$ cat config.mk
export PLATFORM = sky130hd
export DESIGN_NAME = odd_parity_block_framer_core
export DESIGN_NICKNAME = d
export VERILOG_FILES = /design/src/design/opbf_pkg.sv /design/src/design/odd_parity_block_framer_core.sv
export SDC_FILE = /design/constraint.sdc
export NUM_CORES = 1
export LEC_CHECK = 0
export BUFFER_PORTS_ARGS = -buffer_cell sky130_fd_sc_hd__clkbuf_2
export CELL_PAD_IN_SITES_DETAIL_PLACEMENT = 2
export CELL_PAD_IN_SITES_GLOBAL_PLACEMENT = 2
export CORE_MARGIN = 10
export CORE_UTILIZATION = 32
export DETAILED_ROUTE_END_ITERATION = 16
export MAX_ROUTING_LAYER = met4
export PLACE_DENSITY_LB_ADDON = 0.12
export SYNTH_ARGS = -nofsm -noshare
export SYNTH_HDL_FRONTEND = slang
export SYNTH_SLANG_ARGS = --single-unit
$ cat constraint.sdc
create_clock -name i_clk -period 6.69 [get_ports i_clk]
set_input_delay 0.669 -clock i_clk [delete_from_list [all_inputs] [get_ports i_clk]]
set_output_delay 0.669 -clock i_clk [all_outputs]
set_load 0.1 [all_outputs]
$ cat src/design/opbf_pkg.sv
package opbf_pkg;

    // Widths of the character, code word, length register and length header.
    localparam int CharW   = 7;
    localparam int CodeW   = 8;
    localparam int LenW    = 16;
    localparam int PosW    = 7;

    // Synchronous idle character that opens every block header.
    localparam logic [CharW-1:0] SynChar = 7'd22;

    // Word slot of the item held in the input register, one-hot.
    typedef enum logic [3:0] {
        PH_SYN0 = 4'b0001,
        PH_SYN1 = 4'b0010,
        PH_LEN  = 4'b0100,
        PH_DATA = 4'b1000
    } t_phase;

    // Odd parity coding: bit 0 is set when the seven data bits hold an even
    // number of ones, bits 1 to 7 carry the data least significant first.
    function automatic logic [CodeW-1:0] encode_word(input logic [CharW-1:0] d);
        encode_word = {d, ~(^d)};
    endfunction

endpackage

$ cat src/design/odd_parity_block_framer_core.sv
// Channel   Direction  Handshake                 Payload
// input     in         i_in_valid / o_in_stall   i_character
// result    out        o_out_valid / i_out_stall o_code_word, o_last_of_run
// config    in         i_cfg_wr_en               i_cfg_wr_data (message length)
//
// Inside a block: one code word per clock while i_out_stall is low.
// A character that opens a block is held in the input register while the two
// SYN words, the length word and its data leave one at a time through the
// output register.
// Reset is synchronous and active low; it clears the message counters and
// both valid flags. A stall on the result side holds the output register and,
// once the input register is full too, raises o_in_stall.
module odd_parity_block_framer_core #(
    parameter int BLOCK_SIZE = 64
) (
    input  logic                          i_clk,
    input  logic                          i_rst_n,
    input  logic                          i_cfg_wr_en,
    input  logic [opbf_pkg::LenW-1:0]     i_cfg_wr_data,
    input  logic                          i_in_valid,
    output logic                          o_in_stall,
    input  logic [opbf_pkg::CharW-1:0]    i_character,
    output logic                          o_out_valid,
    input  logic                          i_out_stall,
    output logic [opbf_pkg::CodeW-1:0]    o_code_word,
    output logic                          o_last_of_run
);

    localparam logic [opbf_pkg::PosW-1:0] BlockSizeP = opbf_pkg::PosW'(BLOCK_SIZE);
    localparam logic [opbf_pkg::LenW-1:0] BlockSizeL = opbf_pkg::LenW'(BLOCK_SIZE);

    // Configuration register.
    logic [opbf_pkg::LenW-1:0]  r_message_length;

    // Message state.
    logic [opbf_pkg::LenW-1:0]  r_chars_rem, n_chars_rem;
    logic [opbf_pkg::PosW-1:0]  r_block_pos, n_block_pos;

    // Input register: one accepted character and its pending words.
    logic                       r_busy, n_busy;
    opbf_pkg::t_phase           r_phase, n_phase;
    logic [opbf_pkg::CharW-1:0] r_char;
    logic [opbf_pkg::PosW-1:0]  r_len;

    // Output register.
    logic                       r_out_valid, n_out_valid;
    logic [opbf_pkg::CodeW-1:0] r_code, n_code;
    logic                       r_last, n_last;

    logic                       out_free;
    logic                       advance;
    logic                       in_acc;
    logic                       start;
    logic                       drop;
    logic [opbf_pkg::LenW-1:0]  rem_eff;
    logic [opbf_pkg::PosW-1:0]  pos_eff;
    logic [opbf_pkg::LenW-1:0]  rem_dec;
    logic [opbf_pkg::PosW-1:0]  pos_inc;
    logic                       hdr;
    logic [opbf_pkg::PosW-1:0]  hdr_len;
    logic                       load;

    // Handshake decisions.
    assign out_free   = !r_out_valid || !i_out_stall;
    assign advance    = r_busy && out_free;
    assign o_in_stall = r_busy && !(out_free && (r_phase == opbf_pkg::PH_DATA));
    assign in_acc     = i_in_valid && !o_in_stall;

    // Block bookkeeping for the incoming character.
    always_comb begin
        start   = (r_chars_rem == '0);
        rem_eff = start ? r_message_length : r_chars_rem;
        pos_eff = start ? '0 : r_block_pos;
        drop    = (rem_eff == '0);
        hdr     = (pos_eff == '0);
        hdr_len = (rem_eff < BlockSizeL) ? rem_eff[opbf_pkg::PosW-1:0] : BlockSizeP;
        rem_dec = rem_eff - opbf_pkg::LenW'(1);
        pos_inc = pos_eff + opbf_pkg::PosW'(1);
        load    = in_acc && !drop;

        n_chars_rem = r_chars_rem;
        n_block_pos = r_block_pos;
        if (in_acc) begin
            if (drop) begin
                n_chars_rem = '0;
                n_block_pos = '0;
            end else begin
                n_chars_rem = rem_dec;
                n_block_pos = ((pos_inc >= BlockSizeP) || (rem_dec == '0)) ? '0 : pos_inc;
            end
        end
    end

    // Input register sequencing through the header and data words.
    always_comb begin
        n_busy  = r_busy;
        n_phase = r_phase;
        if (load) begin
            n_busy  = 1'b1;
            n_phase = hdr ? opbf_pkg::PH_SYN0 : opbf_pkg::PH_DATA;
        end else if (advance) begin
            case (r_phase)
                opbf_pkg::PH_SYN0: n_phase = opbf_pkg::PH_SYN1;
                opbf_pkg::PH_SYN1: n_phase = opbf_pkg::PH_LEN;
                opbf_pkg::PH_LEN:  n_phase = opbf_pkg::PH_DATA;
                opbf_pkg::PH_DATA: n_busy  = 1'b0;
                default:           n_phase = opbf_pkg::PH_DATA;
            endcase
        end
    end

    // Output register contents.
    always_comb begin
        n_out_valid = r_out_valid;
        n_code      = r_code;
        n_last      = r_last;
        if (advance) begin
            n_out_valid = 1'b1;
            n_last      = (r_phase == opbf_pkg::PH_DATA);
            case (r_phase)
                opbf_pkg::PH_SYN0: n_code = opbf_pkg::encode_word(opbf_pkg::SynChar);
                opbf_pkg::PH_SYN1: n_code = opbf_pkg::encode_word(opbf_pkg::SynChar);
                opbf_pkg::PH_LEN:  n_code = opbf_pkg::encode_word(r_len);
                opbf_pkg::PH_DATA: n_code = opbf_pkg::encode_word(r_char);
                default:           n_code = opbf_pkg::encode_word(r_char);
            endcase
        end else if (out_free) begin
            n_out_valid = 1'b0;
        end
    end

    // Control registers.
    always_ff @(posedge i_clk) begin
        if (!i_rst_n) begin
            r_message_length <= '0;
            r_chars_rem      <= '0;
            r_block_pos      <= '0;
            r_busy           <= 1'b0;
            r_phase          <= opbf_pkg::PH_DATA;
            r_out_valid      <= 1'b0;
        end else begin
            if (i_cfg_wr_en) begin
                r_message_length <= i_cfg_wr_data;
            end
            r_chars_rem <= n_chars_rem;
            r_block_pos <= n_block_pos;
            r_busy      <= n_busy;
            r_phase     <= n_phase;
            r_out_valid <= n_out_valid;
        end
    end

    // Payload registers.
    always_ff @(posedge i_clk) begin
        if (load) begin
            r_char <= i_character;
            r_len  <= hdr_len;
        end
        r_code <= n_code;
        r_last <= n_last;
    end

    assign o_out_valid   = r_out_valid;
    assign o_code_word   = r_code;
    assign o_last_of_run = r_last;

    // A header word on the output means its data word is still held upstream.
    a_hdr_pending: assert property (@(posedge i_clk) disable iff (!i_rst_n)
        o_out_valid && !o_last_of_run |-> r_busy)
        else $error("header word shown without its character held");

    // The length word always names a non-empty block no longer than the limit.
    a_len_range: assert property (@(posedge i_clk) disable iff (!i_rst_n)
        advance && (r_phase == opbf_pkg::PH_LEN) |=>
            (o_code_word[opbf_pkg::CodeW-1:1] != '0) &&
            (o_code_word[opbf_pkg::CodeW-1:1] <= BlockSizeP))
        else $error("length header out of range");

    // The block position stays inside a block.
    a_pos_range: assert property (@(posedge i_clk) disable iff (!i_rst_n)
        r_block_pos < BlockSizeP)
        else $error("block position past block size");

    // A block in progress implies characters are still owed.
    a_pos_rem: assert property (@(posedge i_clk) disable iff (!i_rst_n)
        (r_block_pos != '0) |-> (r_chars_rem != '0))
        else $error("open block with no characters remaining");

    // The input side only stalls while a transaction is held.
    a_stall_busy: assert property (@(posedge i_clk) disable iff (!i_rst_n)
        o_in_stall |-> r_busy)
        else $error("input stalled with empty input register");

endmodule
== After elaboration in Yosys (flattened, before gate mapping) ==
Cells that the tools add are included.
Storage, ports and cells
  input port bits: 28
  flip-flop bits (word level): 68
  output and inout port bits: 11
Cells by class
  bitwise gates (word level): 2
  reductions and logical operators: 24
  equal/unequal tests: 5
  order comparisons: 2
  mux-type cells: 15
  add/sub/neg operators: 2
Operator list (count)
  16-bit logical NOT: 3
  16-bit two-way mux: 2
  7-bit two-way mux: 3
  16-bit by 7-bit < comparator with 1-bit output, second input constant: 1
  8-bit one-hot mux with 2 select lines: 1
  16-bit by 1-bit subtractor with 16-bit output, second input constant: 1
  7-bit parity: 2
  4-bit two-way mux: 3
  4-bit one-hot mux with 3 select lines: 1
  7-bit by 1-bit adder with 7-bit output, second input constant: 1
  7-bit >= comparator, second input constant: 1
  7-bit logical NOT: 1
  2-bit nonzero test: 3
  1-bit logical AND: 5
  1-bit logical NOT: 5
  1-bit two-way mux: 5
  4-bit by 1-bit == test with 1-bit output, second input constant: 1
  4-bit by 2-bit == test with 1-bit output, second input constant: 1
  4-bit by 3-bit == test with 1-bit output, second input constant: 1
  4-bit == test, second input constant: 1
  2-bit AND reduction: 2
  1-bit logical OR: 2
  2-bit != test, second input constant: 1
  1-bit NOT: 2
  2-bit OR reduction: 1

== Longest topological paths before layout ==
  word-level depth: 10
  gate-level depth with buffers: 19
  depth with buffers taken out: 14

== Worst setup path before layout ==
OpenSTA, ideal clock, no wires.
  path kind: register to register
  from: reg r_chars_rem[5] (netlist bit)
  to: reg r_block_pos[0] (netlist bit)
  buffers on the path: 5
  cell stages (with the launch flop): 20
  data required time: 6.562 ns
  clock period less this slack: 4.343 ns
  setup slack: 2.347 ns
  data arrival time: 4.215 ns
  library setup time: 0.128 ns
  cells stage by stage: dfxtp_1 > clkbuf_1 > nor3_1 > clkbuf_1 > nand2_1 > nor2_1 > buf_2 > buf_1 > a21oi_1 > ha_1 > nor3b_1 > nand4_1 > a31o_2 > o311a_1 > a211oi_1 > or4b_1 > or4_1 > buf_2 > a32oi_1 > nor2_1
Between the ends
  longest elaborated chain between the ends: 7
  elaborated cells on any way between the ends: 11
  those cells by class: 2 x add/sub; 1 x order compare; 4 x mux; 4 x reduce/logical
RTL lines
  from (decl): RTL line odd_parity_block_framer_core.sv:36  | logic [opbf_pkg::LenW-1:0] r_chars_rem, n_chars_rem;
  from (signal assigned): RTL line odd_parity_block_framer_core.sv:145  | r_chars_rem <= n_chars_rem;
  16-bit logical NOT: RTL line odd_parity_block_framer_core.sv:71  | start = (r_chars_rem == '0);
  7-bit two-way mux or 16-bit two-way mux (tied branches): RTL line odd_parity_block_framer_core.sv:73, odd_parity_block_framer_core.sv:72
  7-bit by 1-bit adder with 7-bit output or 16-bit by 1-bit subtractor with 16-bit output (tied branches): RTL line odd_parity_block_framer_core.sv:78, odd_parity_block_framer_core.sv:77
  7-bit >= comparator or 16-bit logical NOT (tied branches): RTL line odd_parity_block_framer_core.sv:89  | n_block_pos = ((pos_inc >= BlockSizeP) || (rem_dec == '0)) ? '0 : pos_inc;
  1-bit logical OR: RTL line odd_parity_block_framer_core.sv:89
  7-bit two-way mux: RTL line odd_parity_block_framer_core.sv:89
  7-bit two-way mux *: RTL line odd_parity_block_framer_core.sv:84  | if (drop) begin
  to (signal assigned): RTL line odd_parity_block_framer_core.sv:146  | r_block_pos <= n_block_pos;
  to (decl): RTL line odd_parity_block_framer_core.sv:37  | logic [opbf_pkg::PosW-1:0] r_block_pos, n_block_pos;
Mark *: on every way between the ends. The rest lies on a longest branch, timed or not.
A chain may end at the register's enable or synchronous reset.

== Worst setup path after layout ==
  from: reg r_chars_rem[4] (netlist bit)
  to: reg r_block_pos[0] (netlist bit)
Same word-level chain as after synthesis.

==> results.sh <==
export IMPL_wl_mm=11.9
export IMPL_syn_area_um2=3680
export IMPL_grt_pass1_wl_mm=19.7
export IMPL_finalPower_mw=2.24
export IMPL_grt_ovfl_total=0
export IMPL_max_freq_mhz=220
export IMPL_reg2regPathDepth=14
export IMPL_ys_ff_latch=68
export IMPL_r2r_setup_slack_ps=2140
export IMPL_min_delay_path_depth=1
export IMPL_dieArea_um2=16200
export IMPL_fin_util_pct=37.7
export IMPL_arrival_ps=4760
export IMPL_antenna_found_initial=0
export IMPL_portBuffers=38
export IMPL_synth_cell_types=60
export IMPL_die_w_um=127
export IMPL_crit_chain="nor3_1 -> nand2_1 -> nor2_1 -> a21oi_1 -> ha_1 -> nor3b_1 -> nand4_1 -> a31o_2 -> a211oi_1 -> a211oi_1 -> or4b_1 -> or4_1 -> a32oi_1 -> nor2_1"
export IMPL_fill_cells=1296
export IMPL_syn_num_nets=457
export IMPL_die_y_um=127
export IMPL_r2r_end="r_block_pos[0]"
export IMPL_cts_tree="built"
export IMPL_grt_total_usage_pct=15.5
export IMPL_cp_data_required_time_ps=6890
export IMPL_syn_avg_cell_area_um2=8.65
export IMPL_path_max_fanout=11
export IMPL_crit_buf_inv=0
export IMPL_core_um2=11300
export IMPL_worst_ir_drop_vdd_mv=0.254
export IMPL_dpl_worst_slack_ps=2190
export IMPL_cp_start_kind="register"
export IMPL_netlist_instances=425
export IMPL_cts_made_buffers=9
export IMPL_grt_max_degree=38
export IMPL_cpPeakStageDelay_ps=960
export IMPL_cts_hold_buf=0
export IMPL_hold_end="r_char[0]"
export IMPL_clkTransAtPathRegs_ps=60
export IMPL_finalCritPeriodShare_pct=68.1
export IMPL_min_from="i_character[0]"
export IMPL_viasPerCell=5.52
export IMPL_clk_latency_ps=350
export IMPL_row_count=39
export IMPL_status="finished, final reports clean"
export IMPL_finalSetupTns_ps=0
export IMPL_power_density_nw_per_um2=525
export IMPL_num_vias=3329
export IMPL_setup_violations=0
export IMPL_initial_core_util_pct=32.5
export IMPL_synth_flop_cell="dfxtp_1"
export IMPL_worstSetupPathType="reg2reg"
export IMPL_cts_setup_buffers=0
export IMPL_crit_family="simple AND/OR/NAND/NOR gates"
export IMPL_final_area_um2=4270
export IMPL_place_area_um2=3970
export IMPL_place_congestion=0.856
export IMPL_root_buffer="clkbuf_16"
export IMPL_multiInputGateArea_um2=1960
export IMPL_skew_ps=7.16
export IMPL_crit_path_top_delay_cell="nor3_1"
export IMPL_met3_length_um=378
export IMPL_cts_resized=0
export IMPL_seq_area_frac_synth_pct=43.3
export IMPL_slew_viol_final=0
export IMPL_synth_edf_count=23
export IMPL_critPathCaptureType="register"
export IMPL_drtAntennaViolNets=0
export IMPL_antenna_cells=0
export IMPL_rsz0062_at_grt="no"
export IMPL_wl_met2_mm=5.55
export IMPL_hp_class="in2reg"
export IMPL_worst_slew_pin_slew_ps=1170
export IMPL_clk_path_buf_depth=2
export IMPL_fin_crit_ps=4550
export IMPL_route_detailed_drc=0
export IMPL_drive_gt1_share_pct=14.1
export IMPL_grt_pass1_vias=3591
export IMPL_layout_setup_ws_ps=2140
export IMPL_finalHoldViolCount=0
export IMPL_hpwlAfterDp_mm=8.74
export IMPL_async_flop_share_pct=0
export IMPL_cts_sinks=68
export IMPL_htreeDepth=3
export IMPL_r2r_start="r_chars_rem[4]"
export IMPL_startpoint="r_chars_rem[4]"
export IMPL_top_layer="met4"
export IMPL_wl_met1_mm=5.76
export IMPL_maxCapViolCount=0
export IMPL_ys_warn_count=0
export IMPL_io_pins=39
export IMPL_area_growth_pct=16.0
export IMPL_dr_pass1_iters=4
export IMPL_seq_area_um2=1590
export IMPL_drt_iter0_drc=184
export IMPL_nets=487
export IMPL_avgRoutedWirePerCell_um=19.8
export IMPL_max_slew_margin_rel_pct=21.2
export IMPL_p_leak_nw=1.70
[state kept, by name, summed over array words and instances, names as in the netlist]
name / count
r_chars_rem: 16
r_message_length: 16
o_code_word: 8
r_block_pos: 7
r_char: 7
r_len: 7
r_phase: 4
o_last_of_run: 1
o_out_valid: 1
r_busy: 1
[placed cells by master (no fill, tap or decap), drive strengths merged, types with 3 or more instances in the layout]
cell,netlist,layout
and2,3,3
xor2,9,9
nand2,37,37
or3,4,4
nor3,13,13
or2,3,3
nor2,71,71
or4,5,5
a22oi,8,8
nand3b,4,4
o211ai,4,4
inv,8,8
clkinv,1,4
xnor2,11,11
and3,5,5
a31oi,8,8
a22o,4,4
a32oi,4,4
nor3b,3,3
nand3,18,18
o22ai,3,3
ha,4,4
a211oi,5,5
nor4,11,11
clkbuf,11,50
edfxtp,23,23
o31ai,4,4
mux2i,18,18
a21oi,25,25
dfxtp,45,45
o21ai,20,20
o22a,3,3
[worst max-delay path by stage]
stage / to / slack [ps] / depth (start not counted)
finish: r_block_pos[0] / 2140 / 14
global route: r_block_pos[1] / 1720 / 14
CTS: r_block_pos[0] / 2150 / 14
detailed placement: r_block_pos[0] / 2190 / 14
global placement: r_block_pos[0] / 2280 / 14
floorplan: r_block_pos[0] / 2350 / 19
[cells by family (layout without fill, tap and decap cells)]
| group | Yosys count | after routing | synth area share, % |
|---|---|---|---|
| flip-flops | 68 | 68 | 43.3 |
| buffers and inverters | 30 | 65 | 3.37 |
| AND/OR/NAND/NOR | 187 | 187 | 24.8 |
| multiplexers | 18 | 18 | 4.90 |
| adder cells (fa/ha/maj) | 4 | 4 | 1.36 |
| AO/OA/AOI/OAI | 98 | 98 | 17.5 |
| XOR/XNOR | 20 | 20 | 4.77 |
[power breakdown]
part / internal [mW] / total, mW / switching, mW
combinational: 0.350 / 1.09 / 0.738
sequential: 0.566 / 0.668 / 0.102
clock: 0.298 / 0.482 / 0.184
[per-layer routing]
| layer | GRT usage, % | vias to the layer above |
|---|---|---|
| li1 | - | 1619 |
| met1 | 19.2 | 1637 |
| met2 | 24.2 | 55 |
| met3 | 3.85 | 18 |
| met4 | 5.36 | 0 |
| met5 | - | - |
[Yosys cell counts, drive strengths merged, types with 2 or more instances]
| master | n | share of area, % |
|---|---|---|
| inv | 8 | 0.82 |
| o22a | 3 | 0.71 |
| nand3b | 4 | 0.82 |
| nor4 | 11 | 1.9 |
| or3 | 4 | 0.71 |
| and2 | 3 | 0.51 |
| a31oi | 8 | 1.4 |
| nor2 | 71 | 7.5 |
| a211oi | 5 | 1.0 |
| or4 | 5 | 1.3 |
| a21oi | 25 | 3.4 |
| or4b | 2 | 0.54 |
| a22o | 4 | 0.95 |
| and3 | 5 | 0.85 |
| or2 | 3 | 0.51 |
| mux2i | 18 | 4.9 |
| o22ai | 3 | 0.51 |
| nand2b | 2 | 0.34 |
| clkbuf | 11 | 1.1 |
| edfxtp | 23 | 19 |
| o211ai | 4 | 0.95 |
| xnor2 | 11 | 2.6 |
| o31ai | 4 | 0.82 |
| nor2b | 2 | 0.34 |
| a22oi | 8 | 1.6 |
| o21ai | 20 | 2.7 |
| nand2 | 37 | 3.8 |
| ha | 4 | 1.4 |
| xor2 | 9 | 2.1 |
| a32oi | 4 | 0.95 |
| buf | 10 | 1.3 |
| dfxtp | 45 | 25 |
| nand3 | 18 | 2.5 |
| nor3 | 13 | 1.8 |
| nor3b | 3 | 0.61 |
[worst reg2reg max path: cells and delay by family, from the launching register on]
| family | cells | cell delay [ps] |
|---|---|---|
| simple gates | 8 | 2750 |
| compound gates | 5 | 970 |
| flops | 1 | 380 |
| fa+ha+maj | 1 | 310 |
[stage by stage]
stage,hold slack [ps],instances
5_1_grt,493,603
3_3_place_gp,482,587
6_report,496,603
2_1_floorplan,451,425
4_1_cts,486,603
3_5_place_dp,484,587
[area by class of cell]
class / count / share of cell area (%)
Clock buffer: 12 / 5.78
Clock inverter: 4 / 1.14
Inverter: 9 / 0.792
Multi-Input combinational cell: 327 / 46.0
Sequential cell: 68 / 37.3
Tap cell: 143 / 4.19
Timing Repair Buffer: 40 / 4.81
Note: power is estimated with default switching activity, not from simulation.
